[config.mk]
export PLATFORM = sky130hd
export DESIGN_NAME = least_squares_line_fit
export DESIGN_NICKNAME = d
export VERILOG_FILES = /design/src/hw/rtl/lsq_pkg.sv /design/src/hw/rtl/lsq_datapath.sv /design/src/hw/rtl/lsq_controller.sv /design/src/hw/rtl/least_squares_line_fit.sv
export SDC_FILE = /design/constraint.sdc
export NUM_CORES = 2
export LEC_CHECK = 0
export CAP_MARGIN = 10
export CORE_UTILIZATION = 50
export DETAILED_ROUTE_END_ITERATION = 10
export DONT_BUFFER_PORTS = 1
export SLEW_MARGIN = 20
export SYNTH_ARGS = -nofsm -noshare
export SYNTH_HDL_FRONTEND = slang
export SYNTH_SLANG_ARGS = --single-unit
[constraint.sdc]
create_clock -name clk -period 17.25 [get_ports clk]
set_input_delay 2.5875 -clock clk [delete_from_list [all_inputs] [get_ports clk]]
set_output_delay 2.5875 -clock clk [all_outputs]
set_load 0.01 [all_outputs]
[src/hw/rtl/lsq_pkg.sv]
// Package for the least-squares line fit: field widths, command and status
// structs between controller and datapath, and the state and code enums.
// No dependencies.
`default_nettype none

package lsq_pkg;

    localparam int MAX_SAMPLES      = 4096;
    localparam int SAMPLE_WIDTH     = 16;
    localparam int SAMPLE_FRAC_BITS = 8;

    // Count and running sums.
    localparam int CNT_W = $clog2(MAX_SAMPLES + 1);
    localparam int SX_W  = SAMPLE_WIDTH + CNT_W;
    localparam int SXX_W = 2 * SAMPLE_WIDTH + CNT_W - 1;
    localparam int SXY_W = 2 * SAMPLE_WIDTH + CNT_W;

    // Products of sums, and the shift-add multiplier.
    localparam int ACC_W  = SX_W + SXY_W;
    localparam int MCNT_W = $clog2(SX_W + 1);

    // Quotients are Q16.16.
    localparam int OUT_W        = 32;
    localparam int SLOPE_SHIFT  = 16;
    localparam int ICPT_SHIFT   = 16 - SAMPLE_FRAC_BITS;
    localparam int NUM_W        = ACC_W + SLOPE_SHIFT;
    localparam int DCNT_W       = $clog2(NUM_W + 1);

    // Order of products: each even one starts a term, each odd one subtracts.
    typedef enum logic [2:0] {
        MUL_N_SXX  = 3'd0,
        MUL_SX_SX  = 3'd1,
        MUL_N_SXY  = 3'd2,
        MUL_SX_SY  = 3'd3,
        MUL_SXX_SY = 3'd4,
        MUL_SX_SXY = 3'd5
    } mul_sel_t;

    typedef enum logic {
        DIV_SLOPE = 1'b0,
        DIV_ICPT  = 1'b1
    } div_sel_t;

    typedef enum logic [2:0] {
        ST_ACC,
        ST_MUL,
        ST_MUL_WAIT,
        ST_FIT,
        ST_DIV_S,
        ST_DIV_I,
        ST_OUT
    } state_t;

    typedef struct packed {
        logic     sample_en;
        logic     clear;
        logic     mul_start;
        mul_sel_t mul_sel;
        logic     store_en;
        logic     fit_begin;
        logic     div_start;
        div_sel_t div_sel;
    } cmd_t;

    typedef struct packed {
        logic mul_busy;
        logic div_busy;
        logic den_zero;
    } status_t;

endpackage

`default_nettype wire

[src/hw/rtl/lsq_datapath.sv]
// Datapath of the line fit: sample sums, shift-add multiplier, restoring
// divider and result registers. Depends on lsq_pkg.
`default_nettype none

module lsq_datapath
(
    input  wire logic                                      clk,
    input  wire logic                                      rst_n,
    input  wire logic signed [lsq_pkg::SAMPLE_WIDTH-1:0]   x,
    input  wire logic signed [lsq_pkg::SAMPLE_WIDTH-1:0]   y,
    input  wire lsq_pkg::cmd_t                             cmd,
    output lsq_pkg::status_t                               status,
    output logic signed [lsq_pkg::OUT_W-1:0]               slope,
    output logic signed [lsq_pkg::OUT_W-1:0]               intercept,
    output logic                                           degenerate,
    output logic                                           saturated,
    output logic                                           overflowed
);

    localparam int SW    = lsq_pkg::SAMPLE_WIDTH;
    localparam int CNT_W = lsq_pkg::CNT_W;
    localparam int SX_W  = lsq_pkg::SX_W;
    localparam int SXX_W = lsq_pkg::SXX_W;
    localparam int SXY_W = lsq_pkg::SXY_W;
    localparam int ACC_W = lsq_pkg::ACC_W;
    localparam int NUM_W = lsq_pkg::NUM_W;
    localparam int OUT_W = lsq_pkg::OUT_W;

    // Sums.
    logic        [CNT_W-1:0] cnt_reg;
    logic signed [SX_W-1:0]  sx_reg;
    logic signed [SX_W-1:0]  sy_reg;
    logic signed [SXX_W-1:0] sxx_reg;
    logic signed [SXY_W-1:0] sxy_reg;
    logic                    drop_reg;

    logic signed [2*SW-1:0]  xx;
    logic signed [2*SW-1:0]  xy;

    assign xx = x * x;
    assign xy = x * y;

    always_ff @(posedge clk or negedge rst_n)
    begin
        if (!rst_n)
        begin
            cnt_reg  <= '0;
            sx_reg   <= '0;
            sy_reg   <= '0;
            sxx_reg  <= '0;
            sxy_reg  <= '0;
            drop_reg <= 1'b0;
        end
        else if (cmd.clear)
        begin
            cnt_reg  <= '0;
            sx_reg   <= '0;
            sy_reg   <= '0;
            sxx_reg  <= '0;
            sxy_reg  <= '0;
            drop_reg <= 1'b0;
        end
        else if (cmd.sample_en)
        begin
            if (cnt_reg == CNT_W'(lsq_pkg::MAX_SAMPLES))
            begin
                drop_reg <= 1'b1;
            end
            else
            begin
                cnt_reg <= cnt_reg + 1'b1;
                sx_reg  <= sx_reg + {{(SX_W-SW){x[SW-1]}}, x};
                sy_reg  <= sy_reg + {{(SX_W-SW){y[SW-1]}}, y};
                sxx_reg <= sxx_reg + {{(SXX_W-2*SW){xx[2*SW-1]}}, xx};
                sxy_reg <= sxy_reg + {{(SXY_W-2*SW){xy[2*SW-1]}}, xy};
            end
        end
    end

    // Operand selection. The narrow operand always goes to b.
    logic signed [SXY_W-1:0] op_a;
    logic signed [SX_W-1:0]  op_b;
    logic signed [SXY_W-1:0] sxx_ext;
    logic signed [SXY_W-1:0] sx_ext_a;
    logic signed [SX_W-1:0]  n_ext;
    logic        [SXY_W-1:0] a_mag;
    logic        [SX_W-1:0]  b_mag;
    logic                    mul_sub;

    assign sxx_ext  = {{(SXY_W-SXX_W){sxx_reg[SXX_W-1]}}, sxx_reg};
    assign sx_ext_a = {{(SXY_W-SX_W){sx_reg[SX_W-1]}}, sx_reg};
    assign n_ext    = {{(SX_W-CNT_W){1'b0}}, cnt_reg};

    always_comb
    begin
        case (cmd.mul_sel)
            lsq_pkg::MUL_N_SXX:  begin op_a = sxx_ext;  op_b = n_ext;  end
            lsq_pkg::MUL_SX_SX:  begin op_a = sx_ext_a; op_b = sx_reg; end
            lsq_pkg::MUL_N_SXY:  begin op_a = sxy_reg;  op_b = n_ext;  end
            lsq_pkg::MUL_SX_SY:  begin op_a = sx_ext_a; op_b = sy_reg; end
            lsq_pkg::MUL_SXX_SY: begin op_a = sxx_ext;  op_b = sy_reg; end
            lsq_pkg::MUL_SX_SXY: begin op_a = sxy_reg;  op_b = sx_reg; end
            default:             begin op_a = '0;       op_b = '0;     end
        endcase
    end

    assign a_mag   = op_a[SXY_W-1] ? SXY_W'(-op_a) : op_a;
    assign b_mag   = op_b[SX_W-1] ? SX_W'(-op_b) : op_b;
    assign mul_sub = cmd.mul_sel[0];

    // Shift-add multiplier, one bit of b per cycle, summing into acc_reg.
    logic        [ACC_W-1:0]           a_reg;
    logic        [SX_W-1:0]            b_reg;
    logic                              neg_reg;
    logic        [lsq_pkg::MCNT_W-1:0] mcnt_reg;
    logic                              mbusy_reg;
    logic signed [ACC_W-1:0]           acc_reg;
    logic signed [ACC_W-1:0]           den_reg;
    logic signed [ACC_W-1:0]           ns_reg;
    logic signed [ACC_W-1:0]           ni_reg;

    always_ff @(posedge clk or negedge rst_n)
    begin
        if (!rst_n)
        begin
            mbusy_reg <= 1'b0;
            mcnt_reg  <= '0;
        end
        else if (cmd.mul_start)
        begin
            mbusy_reg <= 1'b1;
            mcnt_reg  <= lsq_pkg::MCNT_W'(SX_W);
        end
        else if (mbusy_reg)
        begin
            mcnt_reg <= mcnt_reg - 1'b1;
            if (mcnt_reg == lsq_pkg::MCNT_W'(1))
            begin
                mbusy_reg <= 1'b0;
            end
        end
    end

    always_ff @(posedge clk)
    begin
        if (cmd.mul_start)
        begin
            a_reg   <= {{(ACC_W-SXY_W){1'b0}}, a_mag};
            b_reg   <= b_mag;
            neg_reg <= op_a[SXY_W-1] ^ op_b[SX_W-1] ^ mul_sub;
            if (!mul_sub)
            begin
                acc_reg <= '0;
            end
        end
        else if (mbusy_reg)
        begin
            if (b_reg[0])
            begin
                acc_reg <= neg_reg ? acc_reg - a_reg : acc_reg + a_reg;
            end
            a_reg <= a_reg << 1;
            b_reg <= b_reg >> 1;
        end
        if (cmd.store_en)
        begin
            case (cmd.mul_sel)
                lsq_pkg::MUL_SX_SX:  den_reg <= acc_reg;
                lsq_pkg::MUL_SX_SY:  ns_reg  <= acc_reg;
                lsq_pkg::MUL_SX_SXY: ni_reg  <= acc_reg;
                default:             ;
            endcase
        end
    end

    // Restoring divider, one quotient bit per cycle. Only the low 33 bits of
    // the quotient are kept; any one shifted past them marks overflow.
    logic signed [ACC_W-1:0]  num_sel;
    logic        [ACC_W-1:0]  num_mag;
    logic        [ACC_W-1:0]  den_mag;
    logic        [NUM_W-1:0]  nsh_reg;
    logic        [ACC_W-1:0]  d_reg;
    logic        [ACC_W-1:0]  r_reg;
    logic        [OUT_W:0]    q_reg;
    logic                     qovf_reg;
    logic                     dneg_reg;
    lsq_pkg::div_sel_t        dsel_reg;
    logic        [lsq_pkg::DCNT_W-1:0] dcnt_reg;
    logic                     dbusy_reg;
    logic        [ACC_W:0]    r_sh;
    logic                     r_ge;
    logic        [OUT_W:0]    limit;
    logic                     q_sat;
    logic        [OUT_W-1:0]  q_clip;
    logic        [OUT_W-1:0]  q_final;

    assign num_sel = (cmd.div_sel == lsq_pkg::DIV_SLOPE) ? ns_reg : ni_reg;
    assign num_mag = num_sel[ACC_W-1] ? ACC_W'(-num_sel) : num_sel;
    assign den_mag = den_reg[ACC_W-1] ? ACC_W'(-den_reg) : den_reg;

    assign r_sh  = {r_reg, nsh_reg[NUM_W-1]};
    assign r_ge  = r_sh >= {1'b0, d_reg};
    assign limit = dneg_reg ? (OUT_W+1)'(33'h0_8000_0000) : (OUT_W+1)'(33'h0_7FFF_FFFF);
    assign q_sat = qovf_reg || (q_reg > limit);
    assign q_clip  = q_sat ? limit[OUT_W-1:0] : q_reg[OUT_W-1:0];
    assign q_final = dneg_reg ? OUT_W'(-q_clip) : q_clip;

    always_ff @(posedge clk or negedge rst_n)
    begin
        if (!rst_n)
        begin
            dbusy_reg <= 1'b0;
            dcnt_reg  <= '0;
        end
        else if (cmd.div_start)
        begin
            dbusy_reg <= 1'b1;
            dcnt_reg  <= lsq_pkg::DCNT_W'(NUM_W);
        end
        else if (dbusy_reg)
        begin
            if (dcnt_reg == '0)
            begin
                dbusy_reg <= 1'b0;
            end
            else
            begin
                dcnt_reg <= dcnt_reg - 1'b1;
            end
        end
    end

    always_ff @(posedge clk)
    begin
        if (cmd.div_start)
        begin
            if (cmd.div_sel == lsq_pkg::DIV_SLOPE)
            begin
                nsh_reg <= NUM_W'(num_mag) << lsq_pkg::SLOPE_SHIFT;
            end
            else
            begin
                nsh_reg <= NUM_W'(num_mag) << lsq_pkg::ICPT_SHIFT;
            end
            d_reg    <= den_mag;
            r_reg    <= '0;
            q_reg    <= '0;
            qovf_reg <= 1'b0;
            dneg_reg <= num_sel[ACC_W-1] ^ den_reg[ACC_W-1];
            dsel_reg <= cmd.div_sel;
        end
        else if (dbusy_reg && (dcnt_reg != '0))
        begin
            // The remainder stays below the divisor, so it fits in ACC_W bits.
            r_reg    <= r_ge ? ACC_W'(r_sh - {1'b0, d_reg}) : r_sh[ACC_W-1:0];
            q_reg    <= {q_reg[OUT_W-1:0], r_ge};
            qovf_reg <= qovf_reg | q_reg[OUT_W];
            nsh_reg  <= nsh_reg << 1;
        end
    end

    // Result registers.
    logic signed [OUT_W-1:0] slope_reg;
    logic signed [OUT_W-1:0] icpt_reg;
    logic                    degen_reg;
    logic                    sat_reg;
    logic                    ovf_reg;

    always_ff @(posedge clk)
    begin
        if (cmd.fit_begin)
        begin
            slope_reg <= '0;
            icpt_reg  <= '0;
            degen_reg <= (den_reg == '0);
            sat_reg   <= 1'b0;
            ovf_reg   <= drop_reg;
        end
        else if (dbusy_reg && (dcnt_reg == '0))
        begin
            if (dsel_reg == lsq_pkg::DIV_SLOPE)
            begin
                slope_reg <= q_final;
            end
            else
            begin
                icpt_reg <= q_final;
            end
            sat_reg <= sat_reg | q_sat;
        end
    end

    assign status.mul_busy = mbusy_reg;
    assign status.div_busy = dbusy_reg;
    assign status.den_zero = (den_reg == '0);

    assign slope      = slope_reg;
    assign intercept  = icpt_reg;
    assign degenerate = degen_reg;
    assign saturated  = sat_reg;
    assign overflowed = ovf_reg;

endmodule

`default_nettype wire

[src/hw/rtl/lsq_controller.sv]
// Line fit controller: takes samples, then runs the datapath through
// six products and two divisions (none if den_zero). Uses lsq_pkg.
`default_nettype none

module lsq_controller
(
    input  wire logic             clk,
    input  wire logic             rst_n,
    input  wire logic             in_valid,
    input  wire logic             last,
    input  wire logic             out_stall,
    input  wire lsq_pkg::status_t status,
    output logic                  in_stall,
    output logic                  out_valid,
    output lsq_pkg::cmd_t         cmd
);

    lsq_pkg::state_t   state_reg;
    lsq_pkg::state_t   state_next;
    lsq_pkg::mul_sel_t step_reg;
    lsq_pkg::mul_sel_t step_next;

    always_ff @(posedge clk or negedge rst_n)
    begin
        if (!rst_n)
        begin
            state_reg <= lsq_pkg::ST_ACC;
            step_reg  <= lsq_pkg::MUL_N_SXX;
        end
        else
        begin
            state_reg <= state_next;
            step_reg  <= step_next;
        end
    end

    always_comb
    begin
        state_next    = state_reg;
        step_next     = step_reg;
        in_stall      = 1'b1;
        out_valid     = 1'b0;
        cmd           = '0;
        cmd.mul_sel   = step_reg;
        cmd.div_sel   = lsq_pkg::DIV_SLOPE;
        case (state_reg)
            lsq_pkg::ST_ACC:
            begin
                in_stall = 1'b0;
                if (in_valid)
                begin
                    cmd.sample_en = 1'b1;
                    if (last)
                    begin
                        state_next = lsq_pkg::ST_MUL;
                        step_next  = lsq_pkg::MUL_N_SXX;
                    end
                end
            end
            lsq_pkg::ST_MUL:
            begin
                cmd.mul_start = 1'b1;
                state_next    = lsq_pkg::ST_MUL_WAIT;
            end
            lsq_pkg::ST_MUL_WAIT:
            begin
                if (!status.mul_busy)
                begin
                    // Odd steps close a term of two products.
                    cmd.store_en = step_reg[0];
                    if (step_reg == lsq_pkg::MUL_SX_SXY)
                    begin
                        state_next = lsq_pkg::ST_FIT;
                    end
                    else
                    begin
                        step_next  = lsq_pkg::mul_sel_t'(step_reg + 3'd1);
                        state_next = lsq_pkg::ST_MUL;
                    end
                end
            end
            lsq_pkg::ST_FIT:
            begin
                cmd.fit_begin = 1'b1;
                if (status.den_zero)
                begin
                    state_next = lsq_pkg::ST_OUT;
                end
                else
                begin
                    cmd.div_start = 1'b1;
                    cmd.div_sel   = lsq_pkg::DIV_SLOPE;
                    state_next    = lsq_pkg::ST_DIV_S;
                end
            end
            lsq_pkg::ST_DIV_S:
            begin
                if (!status.div_busy)
                begin
                    cmd.div_start = 1'b1;
                    cmd.div_sel   = lsq_pkg::DIV_ICPT;
                    state_next    = lsq_pkg::ST_DIV_I;
                end
            end
            lsq_pkg::ST_DIV_I:
            begin
                if (!status.div_busy)
                begin
                    state_next = lsq_pkg::ST_OUT;
                end
            end
            lsq_pkg::ST_OUT:
            begin
                out_valid = 1'b1;
                if (!out_stall)
                begin
                    cmd.clear  = 1'b1;
                    state_next = lsq_pkg::ST_ACC;
                end
            end
            default:
            begin
                state_next = lsq_pkg::ST_ACC;
            end
        endcase
    end

endmodule

`default_nettype wire

[src/hw/rtl/least_squares_line_fit.sv]
// Top level of the least-squares line fit: controller plus datapath.
// Depends on lsq_pkg, lsq_controller and lsq_datapath.
//
//   channel  direction  handshake            payload
//   input    in         in_valid / in_stall  x, y, last
//   result   out        out_valid / out_stall slope, intercept, degenerate,
//                                            saturated, overflowed
//
// Samples stream back to back while the input is not stalled.
// After the sample marked last, six shift-add products and two restoring
// divisions run before the result is offered; a zero denominator skips the
// divisions.
// Input is stalled from the last sample until the result is taken.
// Reset clears all sums and the count; no clearing pass is needed.
`default_nettype none

module least_squares_line_fit
(
    input  wire logic                                    clk,
    input  wire logic                                    rst_n,
    input  wire logic                                    in_valid,
    output logic                                         in_stall,
    input  wire logic signed [lsq_pkg::SAMPLE_WIDTH-1:0] x,
    input  wire logic signed [lsq_pkg::SAMPLE_WIDTH-1:0] y,
    input  wire logic                                    last,
    output logic                                         out_valid,
    input  wire logic                                    out_stall,
    output logic signed [lsq_pkg::OUT_W-1:0]             slope,
    output logic signed [lsq_pkg::OUT_W-1:0]             intercept,
    output logic                                         degenerate,
    output logic                                         saturated,
    output logic                                         overflowed
);

    lsq_pkg::cmd_t    cmd;
    lsq_pkg::status_t status;

    lsq_controller u_ctrl
    (
        .clk       (clk),
        .rst_n     (rst_n),
        .in_valid  (in_valid),
        .last      (last),
        .out_stall (out_stall),
        .status    (status),
        .in_stall  (in_stall),
        .out_valid (out_valid),
        .cmd       (cmd)
    );

    lsq_datapath u_dp
    (
        .clk        (clk),
        .rst_n      (rst_n),
        .x          (x),
        .y          (y),
        .cmd        (cmd),
        .status     (status),
        .slope      (slope),
        .intercept  (intercept),
        .degenerate (degenerate),
        .saturated  (saturated),
        .overflowed (overflowed)
    );

endmodule

`default_nettype wire

# After elaboration in Yosys (flattened, before gate mapping)
# Index checks and enable logic that the tools add are counted.
# word_totals
regBits	922
input_bits	37
output_inout_bits	69
# op_classes
addsub	16
multipliers	2
order_cmp	2
n_eq_ne	23
n_mux	79
bitwise	6
reduce_logical	32
# ops
operator	count
2-to-1 mux 74 bit	8
2-to-1 mux 45 bit	6
2-to-1 mux 90 bit	3
2-to-1 mux 29 bit	9
negator 74 bit	2
subtractor 74 bit	2
case mux 45 bit (3 select lines)	1
2-to-1 mux 44 bit	3
2-to-1 mux 32 bit	3
case mux 29 bit (3 select lines)	1
>= comparator 75 x 74 -> 1 bit	1
adder 74 bit	1
logical NOT 74 bit	1
2-to-1 mux 73 bit	1
multiplier 16 x 16 -> 32 bit	2
adder 29 bit	2
adder 45 bit	1
negator 45 bit	1
adder 44 bit	1
2-to-1 mux 13 bit	3
> comparator 33 bit	1
negator 32 bit	1
2-to-1 mux 3 bit	10
negator 29 bit	1
other kinds (31)	95

# Longest topological paths before layout
# depth
depth_word	8
ltp_mapped	42
mapped_depth_nobuf	40

# Cells and area by module
# A second synthesis with hierarchy kept.
# unflattened
hier_cells	8728
hier_area_um2	78866.9
# modules_own_cells
mod	instances	cells_per_inst	area_per_inst_um2	seq_area_each_um2
lsq_datapath	1	8676	78390.2	24368.4
lsq_controller	1	52	476.7	150.1

# Worst setup path after synthesis
# Ideal clock, no wire load.
# synth_path
path_type	input port to flip-flop
startpoint	input x[15] (netlist bit)
endpoint	register u_dp.sxy_reg[44]
setup_time_ns	0.079
arrival_time_ns	11.045
t_required_ns	17.171
path_slack_ns	6.125
cell_stages	34
n_path_buf	2
path_cell_list	clkbuf_1 -> clkbuf_1 -> nand2_1 -> inv_1 -> fa_1 -> inv_1 -> fa_1 -> inv_1 -> fa_1 -> fa_1 -> fa_1 -> inv_1 -> fa_1 -> inv_1 -> ha_1 -> o21a_1 -> o21ai_0 -> or3_1 -> o211ai_1 -> nand2_1 -> o21ai_0 -> o41ai_1 -> xnor2_1 -> ha_1 -> a21o_1 -> a21o_1 -> a21oi_1 -> o21ai_0 -> a41oi_1 -> o21a_1 -> o21ai_0 -> nand3_1 -> nor3b_1 -> mux2i_1
# synth_via
elab_chain_len	5
# synth_rtl
item	line_no	text
from (decl)	least_squares_line_fit.sv:23	input wire logic signed [lsq_pkg::SAMPLE_WIDTH-1:0] x,
multiplier 16 x 16 -> 32 bit	lsq_datapath.sv:41	assign xy = x * y;
adder 45 bit	lsq_datapath.sv:75	sxy_reg <= sxy_reg + {{(SXY_W-2*SW){xy[2*SW-1]}}, xy};
2-to-1 mux 45 bit	lsq_datapath.sv:65	if (cnt_reg == CNT_W'(lsq_pkg::MAX_SAMPLES))
2-to-1 mux 45 bit	lsq_datapath.sv:63	else if (cmd.sample_en)
2-to-1 mux 45 bit	lsq_datapath.sv:54	else if (cmd.clear)
to (signal assigned)	lsq_datapath.sv:75	
to (decl)	lsq_datapath.sv:34	logic signed [SXY_W-1:0] sxy_reg;
# Every way passes these cells. The select of a mux whose other input is x is not followed.
# A chain may end at the register's enable or synchronous reset.

# Final worst setup path
# layout_path
startpoint	input x[15] (netlist bit)
endpoint	register u_dp.sxx_reg[41]
# layout_via
elab_chain_len	5
# layout_rtl
item	line_no	text
multiplier 16 x 16 -> 32 bit	lsq_datapath.sv:40	assign xx = x * x;
adder 44 bit	lsq_datapath.sv:74	sxx_reg <= sxx_reg + {{(SXX_W-2*SW){xx[2*SW-1]}}, xx};
2-to-1 mux 44 bit	lsq_datapath.sv:65	
2-to-1 mux 44 bit	lsq_datapath.sv:63	
2-to-1 mux 44 bit	lsq_datapath.sv:54	
to (signal assigned)	lsq_datapath.sv:74	
to (decl)	lsq_datapath.sv:33	logic signed [SXX_W-1:0] sxx_reg;
# Every way passes these cells. The select of a mux whose other input is x is not followed.

==> flow_summary.yaml <==
yosys:
  syn_area_per_cell_um2: 8.980
  synth-compound-area-share_pct: 16.94
  synthesis.instances: 8747
  post_synth_num_cell_types: 91
  synth.yosys.seq_area_share_pct: 31.22
  post-synth-top-area-cell: "sky130_fd_sc_hd__edfxtp_1"
  synth-main-ff-cell: "sky130_fd_sc_hd__edfxtp_1"
  synth_fa_ha_area_share_pct: 21.00
  post_synth_mux_area_share_pct: 1.510
  synth_top_family_by_area: "adder cells"
  syn-num-nets: 9800
  synth_simple_gate_area_share_pct: 15.92
  synth.cell_area_mm2: 0.07855
  synth.top_cells.by_area: "sky130_fd_sc_hd__edfxtp_1, sky130_fd_sc_hd__fa_1, sky130_fd_sc_hd__ha_1"
  postSynthRegisterBits: 914
  synth_edf_count: 531
  yosysWarnings: 0
  synth-async-reset-ratio_pct: 19.80
  post-synth-top-area-fraction_pct: 20.30
  synth-xor-area-share_pct: 7.237
floorplanning:
  die_footprint_mm2: 0.1587
  chipHeight_um: 398.4
  die_width_um: 398.4
  rows: 145
  coreArea_mm2: 0.1560
  initial_utilization_pct: 50.34
  io-pin-count: 106
placed_design:
  preCtsSetupSlack_ns: 5.212
  routabilityCongestion: 0.9333
  placement.io_buffers: 0
  dp_hpwl_um: 169600
  total_instance_count_after_detailed_placement: 10460
sta:
  setup_viol_count_final: 0
  post-route-period-util_pct: 65.78
  max-slew-margin-rel_pct: 26.95
  report.final.slew_viol_count: 0
  finalWorstPathRequiredPeriod_ns: 11.35
  report.final.hold_viol_count: 0
  hold_ws_ns: 0.4753
  setup_slack_ns: 5.903
  rsz_0062_raised_after_global_routing: "false"
  setup_tns_ns: 0
  timing.clock.skew_ns: 0.05373
  max_freq_mhz: 88.13
  worst_pin_slew_ns: 1.084
setup_path:
  critical_path_buf_inv_count: 5
  critical_path.endpoint_type: "flop"
  timing.setup.critical_path_class: "primary input to flop"
  type_of_origin_of_the_critical_path: "primary input"
  worstPathRequired_ns: 17.82
  crit_path_top_delay_cell: "sky130_fd_sc_hd__fa_1"
  worst-path-max-fanout: 47
  cpLargestDelayFamily: "adder cells"
  timing.critical_path.arrival_ns: 11.91
  max_stage_delay_on_crit_path_ns: 0.55
  crit_path_frequent_cell: "sky130_fd_sc_hd__o21ai_0"
route:
  wirelength_um: 223700
  drt_pass1_iterations: 8
  detailroute.via_count: 62330
  drt.antenna.violating_nets: 0
  drt_drc_violations_left: 0
  detail_route.iter0.violations: 4633
  vias_per_cell: 5.849
  routed_wire_length_per_instance_um: 20.99
clock_tree:
  cts_num_sinks: 914
  cts_tree: "yes"
  worst_skew_pair.late_latency_ns: 0.75
  cts_resized: 0
  cts_made_buffers: 105
  clock_tree.buffer_depth: 3
  cts_htree_levels: 3
  ctsHoldBuffers: 0
  root_buffer: "sky130_fd_sc_hd__clkbuf_16"
  cts.reportedPaths.clkPinSlew_ns: 0.06
  cts_post_setup_buffers_inserted: 0
final_layout:
  most_frequent_cells_in_the_layout: "sky130_fd_sc_hd__nand2_1, sky130_fd_sc_hd__inv_1, sky130_fd_sc_hd__a21oi_1, sky130_fd_sc_hd__nor2_1, sky130_fd_sc_hd__edfxtp_1"
  seqCellArea_mm2: 0.02452
  mostFrequentLayoutCell: "sky130_fd_sc_hd__nand2_1"
  area_taken_by_multi_input_logic_gates_mm2: 0.04934
  largest_reg_flops: 82
  final_cells: 10660
  area_delta_synth_final_pct: 6.698
  fraction_of_layout_instances_using_a_drive_strength_above_1_pct: 4.199
  final_nets: 9560
  fill_cells: 14310
global_routing:
  antenna_found_initial: 3
  maximum_number_of_pins_on_one_net_before_global_route_repair: 182
  grt_util_all_layers_pct: 28.27
  grt_pass1_wl_um: 353700
  grt_overflow: 0
  first_global_vias: 61930
run_status:
  outcome: "finished clean"
job:
  max_cap_violations: 0
worst_hold_path:
  hold_path_class: "flop to flop"
-- cell families (layout without fill, tap and decap cells) --
logic type                 after synthesis  count (layout)
AOI/OAI and AO/OA                     2115            2115
xor gates and xnor gates               649             649
adders and majority gates             1016            1016
buffers and inverters                 1267            1118
DFF                                    914             914
muxes                                  118             118
other                                    0               1
and+or+nand+nor                       2668            2668
-- stage by stage --
stage                     instance area, um2  util (%)
after floorplan                        78550         -
after global placement                 80110     51.34
after detailed placement               80110     51.35
after CTS                              83760     53.69
after global routing                   83810     53.71
final                                  83810     53.71
-- per-layer routing --
layer / vias to the layer above / global-route usage, % / share of wire (%)
met1: 30550 / 37.68 / 44
met5: - / 0 / 0
met3: 341 / 3.792 / 5.2
met4: 0 / 10.22 / 3.7
li1: 29860 / - / -
met2: 1583 / 46.93 / 47
-- worst paths after layout --
path	from	end	slack, ns	depth (start not counted)
min reg2reg	u_dp.r_reg[43]$_SDFFE_PP0P_	u_dp.r_reg[43]$_SDFFE_PP0P_	0.48	2
min	u_dp.r_reg[43]$_SDFFE_PP0P_	u_dp.r_reg[43]$_SDFFE_PP0P_	0.48	2
max reg2reg	u_dp.a_reg[4]$_DFFE_PP_	u_dp.acc_reg[72]$_SDFFCE_PP0P_	10.15	22
max in group asynchronous	rst_n	u_dp.sxx_reg[7]$_DFFE_PN0P_	15.23	0
min in group asynchronous	rst_n	u_dp.sx_reg[19]$_DFFE_PN0P_	1.54	0
max	x[15]	u_dp.sxx_reg[41]$_DFFE_PN0P_	5.90	39
-- final cells by class --
cell class,instances,share of cell area [%]
Antenna cell,1,0.002986
Inverter,858,3.858
Timing Repair Buffer,62,0.5808
Multi-Input combinational cell,6566,58.87
Tap cell,2058,3.072
Sequential cell,914,29.26
Clock inverter,63,0.9271
Clock buffer,135,3.429
-- Yosys cell counts, types with 38 or more instances --
cell / count
sky130_fd_sc_hd__dfrtp_1: 181
sky130_fd_sc_hd__and3_1: 62
sky130_fd_sc_hd__o21a_1: 55
sky130_fd_sc_hd__nor4_1: 45
sky130_fd_sc_hd__o21ai_0: 460
sky130_fd_sc_hd__edfxtp_1: 531
sky130_fd_sc_hd__inv_1: 854
sky130_fd_sc_hd__or2_2: 38
sky130_fd_sc_hd__a31oi_1: 82
sky130_fd_sc_hd__fa_1: 504
sky130_fd_sc_hd__a22oi_1: 38
sky130_fd_sc_hd__o31ai_1: 68
sky130_fd_sc_hd__ha_1: 512
sky130_fd_sc_hd__or3_1: 72
sky130_fd_sc_hd__nand2_1: 938
sky130_fd_sc_hd__nor2_1: 652
sky130_fd_sc_hd__a21o_1: 216
sky130_fd_sc_hd__o21bai_1: 54
sky130_fd_sc_hd__nor2b_1: 60
sky130_fd_sc_hd__and2_1: 204
sky130_fd_sc_hd__clkbuf_1: 343
sky130_fd_sc_hd__xor2_1: 209
sky130_fd_sc_hd__nand2b_1: 62
sky130_fd_sc_hd__o211ai_1: 57
sky130_fd_sc_hd__a21oi_1: 675
sky130_fd_sc_hd__xnor2_1: 440
sky130_fd_sc_hd__a211oi_1: 107
sky130_fd_sc_hd__nand4_1: 78
sky130_fd_sc_hd__nor3_1: 176
sky130_fd_sc_hd__dfxtp_1: 202
sky130_fd_sc_hd__mux2i_1: 114
sky130_fd_sc_hd__nand3_1: 176
-- tightest hold or removal path, cell delays in order (launching register included) --
cell	delay, ns
sky130_fd_sc_hd__dfxtp_1	0.32
sky130_fd_sc_hd__nand2_1	0.06
sky130_fd_sc_hd__a21oi_1	0.05
Power is not shown: default switching activity piles up to over one toggle a cycle in this logic, so the estimate is an artifact.
